$ cat src/design/lru_key_value_cache_macros.svh
// assertion macros for the lru key/value cache
// no dependencies; included by the top level
`ifndef LRU_KEY_VALUE_CACHE_MACROS_SVH
`define LRU_KEY_VALUE_CACHE_MACROS_SVH
// implication checked on every clock edge outside reset
`define LKV_ASSERT(label, clk, rst, prop, msg) \
   label: assert property (@(posedge clk) disable iff (rst) (prop)) else $error(msg);
// implication checked also during reset
`define LKV_ASSERT_ALWAYS(label, clk, prop, msg) \
   label: assert property (@(posedge clk) (prop)) else $error(msg);
`endif

$ cat src/design/lkv_pkg.sv
// shared constants and types for the lru key/value cache
// no dependencies
package lkv_pkg;
   localparam int unsigned DefMaxEntries = 64;
   localparam int unsigned KeyWidth = 32;
   localparam int unsigned ValWidth = 32;
   localparam int unsigned CapWidth = 7;
   localparam logic ActGet = 1'b0;
   localparam logic ActSet = 1'b1;
   localparam logic [ValWidth-1:0] MissValue = '1;
   localparam logic [0:0] RegCapacity = 1'b0;

   // controller to datapath
   typedef struct packed {
      logic lookup;     // load request, compare keys
      logic update;     // apply the update for the loaded request
      logic evict;      // evict least recent entry
   } lkv_cmd_type;

   // datapath to controller
   typedef struct packed {
      logic is_set;
      logic hit;
      logic need_evict; // count at or over capacity
   } lkv_status_type;
endpackage

$ cat src/design/lkv_ctrl.sv
// controller state machine for the lru key/value cache
// depends on lkv_pkg
module lkv_ctrl
   import lkv_pkg::*;
(
   input  logic           clock,
   input  logic           reset,
   input  logic           req_fire,
   input  logic           rsp_busy,
   input  lkv_status_type status,
   output lkv_cmd_type    cmd,
   output logic           req_ready,
   output logic           rsp_load
);
   typedef enum logic [1:0] {IDLE, COMPARE, EVICT} state_type;
   state_type state_ff, state_in;

   // next state and commands
   always_comb begin
      state_in  = state_ff;
      cmd       = '0;
      req_ready = 1'b0;
      rsp_load  = 1'b0;
      case (state_ff)
         IDLE: begin
            req_ready = 1'b1;
            if (req_fire) begin
               cmd.lookup = 1'b1;
               state_in = COMPARE;
            end
         end
         COMPARE: begin
            if (!status.is_set) begin
               if (!rsp_busy) begin
                  cmd.update = 1'b1;
                  rsp_load = 1'b1;
                  state_in = IDLE;
               end
            end else if (!status.hit && status.need_evict) begin
               state_in = EVICT;
            end else begin
               cmd.update = 1'b1;
               state_in = IDLE;
            end
         end
         EVICT: begin
            if (status.need_evict) cmd.evict = 1'b1;
            else begin
               cmd.update = 1'b1;
               state_in = IDLE;
            end
         end
         default: state_in = IDLE;
      endcase
   end

   // state register
   always_ff @(posedge clock) begin
      if (reset) state_ff <= IDLE;
      else state_ff <= state_in;
   end
endmodule

$ cat config.mk
export PLATFORM = sky130hd
export DESIGN_NAME = lkv_ctrl
export DESIGN_NICKNAME = d
export VERILOG_FILES = /design/src/design/lru_key_value_cache_macros.svh /design/src/design/lkv_pkg.sv /design/src/design/lkv_ctrl.sv
export SDC_FILE = /design/constraint.sdc
export NUM_CORES = 1
export LEC_CHECK = 0
export ABC_AREA = 1
export BUFFER_PORTS_ARGS = -buffer_cell sky130_fd_sc_hd__buf_2
export CORE_AREA = 10 10 47 49
export DETAILED_ROUTE_END_ITERATION = 12
export DIE_AREA = 0 0 57 59
export PLACE_DENSITY_LB_ADDON = 0.3
export SETUP_SLACK_MARGIN = 0.5
export SYNTH_ARGS = -nofsm -noshare
export SYNTH_HDL_FRONTEND = slang
export SYNTH_SLANG_ARGS = --single-unit
$ cat constraint.sdc
create_clock -name clock -period 1.1 [get_ports clock]
set_input_delay 0.165 -clock clock [delete_from_list [all_inputs] [get_ports clock]]
set_output_delay 0.165 -clock clock [all_outputs]
set_load 0.005 [all_outputs]
==> metrics.txt <==
# TYPE chip_impl_metric gauge
chip_impl_info{name="status",value="complete, but fails checks"} 1
chip_impl_info{name="violations",value="negative setup slack"} 1
chip_impl_metric{name="core_area",unit="um^2"} 1400
chip_impl_metric{name="place_worst_setup_slack",unit="ns"} 0.000867
chip_impl_metric{name="syn-cell-area",unit="um^2"} 234
chip_impl_metric{name="wire_length_of_the_first_global_routing_pass",unit="um"} 1170
chip_impl_metric{name="yosys.cell_types.count",unit=""} 13
chip_impl_metric{name="avg_synthesized_cell_area",unit="um^2"} 6.68
chip_impl_info{name="r2r-start",value="state_ff[1]$_SDFFE_PP0P_"} 1
chip_impl_metric{name="synth_edf_count",unit=""} 0
chip_impl_metric{name="timing.hold.worst_path_depth",unit=""} 2
chip_impl_metric{name="powerDensity",unit="nW/um^2"} 960
chip_impl_metric{name="num-nets-final",unit=""} 66
chip_impl_metric{name="seq_area",unit="um^2"} 47.5
chip_impl_metric{name="initial_core_util",unit="%"} 16.7
chip_impl_info{name="timing.critical_path.to_type",value="output pin"} 1
chip_impl_metric{name="cellLeakagePower",unit="uW"} 0.000238
chip_impl_metric{name="clockBufferDepth",unit=""} 2
chip_impl_metric{name="yosysWarnings",unit=""} 0
chip_impl_info{name="worstSetupPathType",value="register to output pin"} 1
chip_impl_metric{name="min_period_over_period",unit="%"} 119
chip_impl_info{name="largest_register",value="state_ff"} 1
chip_impl_metric{name="synth-seq-cells",unit=""} 2
chip_impl_metric{name="vdd_drop_max",unit="V"} 0.000462
chip_impl_metric{name="multi_input_area",unit="um^2"} 219
chip_impl_metric{name="post_route_cells_drive_above_1_share",unit="%"} 74.5
chip_impl_metric{name="switching_share",unit="%"} 30.4
chip_impl_info{name="worstReg2RegEnd",value="state_ff[1]$_SDFFE_PP0P_"} 1
chip_impl_metric{name="vias",unit=""} 268
chip_impl_metric{name="largest_register_ff_count",unit=""} 2
chip_impl_info{name="critPathLaunchType",value="register"} 1
chip_impl_metric{name="required",unit="ns"} 0.94
chip_impl_metric{name="worst_pin_slew",unit="ns"} 0.107
chip_impl_metric{name="num_antenna_cells",unit=""} 0
chip_impl_metric{name="fin_worst_skew",unit="ns"} 0.00981
chip_impl_metric{name="total_die_area",unit="um^2"} 3360
chip_impl_metric{name="post_route_worst_hold_slack",unit="ns"} 0.115
chip_impl_info{name="largestRegisters",value="state_ff (2)"} 1
chip_impl_metric{name="num-fill-cells",unit=""} 168
chip_impl_metric{name="grt_pass1_vias",unit=""} 303
chip_impl_metric{name="syn_inst",unit=""} 35
chip_impl_metric{name="globalplace.congestion",unit=""} 0.652
chip_impl_metric{name="drt_pre_antenna_iters",unit=""} 1
chip_impl_metric{name="instances_no_fill",unit=""} 71
chip_impl_metric{name="synth_async_sr_flop_share",unit="%"} 0
chip_impl_metric{name="dpl.hpwl",unit="um"} 554
chip_impl_metric{name="timing.max_cap.violations",unit=""} 0
chip_impl_info{name="hold-path-endpoint",value="state_ff[1]$_SDFFE_PP0P_"} 1
chip_impl_metric{name="gr-usage-all-layers",unit="%"} 4.63
chip_impl_metric{name="overflow",unit=""} 0
chip_impl_metric{name="worst-r2r-cell-count",unit=""} 7
chip_impl_metric{name="r2r_setup_slack",unit="ns"} -0.04
chip_impl_info{name="hp-class",value="primary input to register"} 1
chip_impl_metric{name="dr.first_iter.drc_count",unit=""} 0
chip_impl_info{name="synthDominantAreaCellType",value="sky130_fd_sc_hd__dfxtp_1"} 1
chip_impl_metric{name="critical_path_peak_fanout",unit=""} 3
chip_impl_metric{name="clk_lat_worst_skew",unit="ns"} 0.23
chip_impl_metric{name="cts.htree.levels",unit=""} 1
chip_impl_metric{name="cts.reportedPaths.clkPinSlew",unit="ns"} 0.04
chip_impl_info{name="rsz0062_at_grt",value="yes"} 1
chip_impl_metric{name="maximum_clock_frequency",unit="MHz"} 766
chip_impl_metric{name="cts_sinks",unit=""} 2
chip_impl_metric{name="clkPwrFrac",unit="%"} 39.2
chip_impl_info{name="ys.flop_type",value="sky130_fd_sc_hd__dfxtp_1"} 1
chip_impl_metric{name="number_of_buffers_added_by_the_clock_tree_synthesis_step",unit=""} 3
chip_impl_metric{name="layout.core_utilization",unit="%"} 33.8
chip_impl_metric{name="syn_nets",unit=""} 45
chip_impl_metric{name="ctsHoldBuffers",unit=""} 0
chip_impl_metric{name="std_cell_rows",unit=""} 14
chip_impl_metric{name="die_w",unit="um"} 57
chip_impl_metric{name="setup_slack",unit="ns"} -0.205
chip_impl_info{name="hold_path_startpoint",value="reset"} 1
chip_impl_metric{name="arrival",unit="ns"} 1.14
chip_impl_metric{name="seqPwrFrac",unit="%"} 20.1
chip_impl_metric{name="pin_count",unit=""} 12
chip_impl_metric{name="area_delta_synth_final",unit="%"} 102
chip_impl_metric{name="finalHoldViolations",unit=""} 0
chip_impl_metric{name="avgViaCountPerCell",unit=""} 3.77
chip_impl_metric{name="netlist.area_leader.share",unit="%"} 17.1
chip_impl_metric{name="totalNegativeSetupSlack",unit="ns"} -0.521
chip_impl_metric{name="post-place-cells",unit=""} 63
chip_impl_metric{name="synth-seq-area-share",unit="%"} 17.1
chip_impl_metric{name="ant_nets",unit=""} 0
chip_impl_metric{name="antenna_found_initial",unit=""} 0
chip_impl_metric{name="floorplan.die.height",unit="um"} 59
chip_impl_metric{name="timing.max_slew.rel_slack",unit="%"} 92.8
chip_impl_metric{name="detail_route.drc_violations",unit=""} 0
chip_impl_info{name="cts_root_buf",value="sky130_fd_sc_hd__clkbuf_4"} 1
chip_impl_metric{name="grt_max_degree",unit=""} 5
chip_impl_metric{name="internal_pwr_total",unit="uW"} 316
chip_impl_metric{name="mean_routed_wirelength_per_cell",unit="um"} 9.48
chip_impl_info{name="tritoncts",value="yes"} 1
chip_impl_metric{name="period_needed",unit="ns"} 1.31
chip_impl_metric{name="finalWirelength",unit="um"} 673
chip_impl_metric{name="number_of_port_buffers",unit=""} 11
chip_impl_metric{name="final-max-slew-violation-count",unit=""} 0
chip_impl_metric{name="final-setup-viol-count",unit=""} 6
chip_impl_metric{name="net-switching-power",unit="uW"} 138
chip_impl_metric{name="power.share.combinational",unit="%"} 40.7
chip_impl_info{name="ys_top_cells_by_area",value="sky130_fd_sc_hd__dfxtp_1 17%, sky130_fd_sc_hd__ha_1 16%, sky130_fd_sc_hd__inv_1 14%"} 1
==> routing by layer <==
metal	up-vias	wire length [um]	global-route usage [%]	share of wire, %
met2	7	351	7.60	52
met1	115	265	4.05	39
li1	144	-	-	-
met5	-	0	0	0
met3	2	39	1.93	5.8
met4	0	17	5.03	2.5
==> cells by family (layout without fill, tap and decap cells) <==
family | Yosys count | after routing | synth area share (%)
AO/OA/AOI/OAI | 2 | 2 | 6.95
adder cells (fa/ha/maj) | 3 | 3 | 16.0
buffers and inverters | 10 | 30 | 21.9
flip-flops | 2 | 2 | 17.1
AND/OR/NAND/NOR | 18 | 18 | 38.0
==> repair_timing <==
action,CTS,global route
cloned,0,0
buffers inserted,2,2
resized for setup,10,5
endpoints found under the setup margin,7,7
pin swaps,4,1
==> critical path: stages (launching register included) <==
cell                       delay, ns
sky130_fd_sc_hd__dfxtp_4        0.38
sky130_fd_sc_hd__inv_8          0.04
sky130_fd_sc_hd__ha_4           0.24
sky130_fd_sc_hd__a21boi_2       0.13
sky130_fd_sc_hd__buf_2          0.12
==> synthesized netlist by cell type (2+ instances only) <==
cell,instances
sky130_fd_sc_hd__inv_1,9
sky130_fd_sc_hd__nand2_1,8
sky130_fd_sc_hd__dfxtp_1,2
sky130_fd_sc_hd__nor2_1,3
sky130_fd_sc_hd__nand3_1,2
sky130_fd_sc_hd__ha_1,3
sky130_fd_sc_hd__nand3_2,2
==> power by group through the flow <==
stage | Sequential (uW) | Combinational (uW) | Clock, uW
3_5_place_dp | 92.3 | 131 | 0
3_3_place_gp | 92.2 | 129 | 0
4_1_cts | 93.4 | 166 | 187
5_1_grt | 92.5 | 205 | 207
2_1_floorplan | 91.3 | 84.4 | 0
6_report | 91.1 | 185 | 178
==> metrics by stage <==
| stage | total power [uW] | instance area [um^2] |
|---|---|---|
| after floorplan | 176 | 277 |
| after global placement | 221 | 359 |
| after detailed placement | 223 | 359 |
| after CTS | 447 | 445 |
| after global routing | 504 | 473 |
| final | 454 | 473 |
==> worst max-delay path by stage <==
stage,startpoint,endpoint,slack [ns],cells after the start
after floorplan,state_ff[1]$_SDFFE_PP0P_,state_ff[1]$_SDFFE_PP0P_,0.14,6
after global placement,state_ff[1]$_SDFFE_PP0P_,cmd[1],0.01,5
after detailed placement,state_ff[1]$_SDFFE_PP0P_,cmd[1],0.0009,5
after CTS,state_ff[0]$_SDFFE_PP0P_,cmd[1],-0.23,4
after global routing,state_ff[0]$_SDFFE_PP0P_,cmd[1],-0.27,4
final,state_ff[0]$_SDFFE_PP0P_,cmd[1],-0.21,4
==> area by class of cell <==
| class | instances | share of cell area (%) |
|---|---|---|
| multi-input combinational | 23 | 46.3 |
| timing repair buffer | 16 | 23.8 |
| sequential | 2 | 10.1 |
| inverter | 10 | 10.1 |
| clock buffer | 4 | 5.56 |
| tap | 16 | 4.23 |
==> placed cells by master (no fill, tap or decap) <==
cell | Yosys | final
sky130_fd_sc_hd__a21boi_2 | 0 | 1
sky130_fd_sc_hd__a21oi_2 | 1 | 1
sky130_fd_sc_hd__and2_4 | 0 | 1
sky130_fd_sc_hd__buf_2 | 0 | 9
sky130_fd_sc_hd__buf_4 | 0 | 3
sky130_fd_sc_hd__buf_6 | 0 | 4
sky130_fd_sc_hd__clkbuf_1 | 0 | 1
sky130_fd_sc_hd__clkbuf_4 | 0 | 3
sky130_fd_sc_hd__dfxtp_4 | 0 | 2
sky130_fd_sc_hd__ha_4 | 0 | 3
sky130_fd_sc_hd__inv_1 | 9 | 6
sky130_fd_sc_hd__inv_2 | 0 | 2
sky130_fd_sc_hd__inv_4 | 0 | 1
sky130_fd_sc_hd__inv_8 | 0 | 1
sky130_fd_sc_hd__nand2_1 | 8 | 5
sky130_fd_sc_hd__nand2_2 | 1 | 3
sky130_fd_sc_hd__nand2_4 | 0 | 1
sky130_fd_sc_hd__nand3_1 | 2 | 2
sky130_fd_sc_hd__nand3_2 | 2 | 1
sky130_fd_sc_hd__nand3_4 | 0 | 1
sky130_fd_sc_hd__nor2_2 | 0 | 3
sky130_fd_sc_hd__nor3_2 | 0 | 1
(Power assumes the default switching activity.)
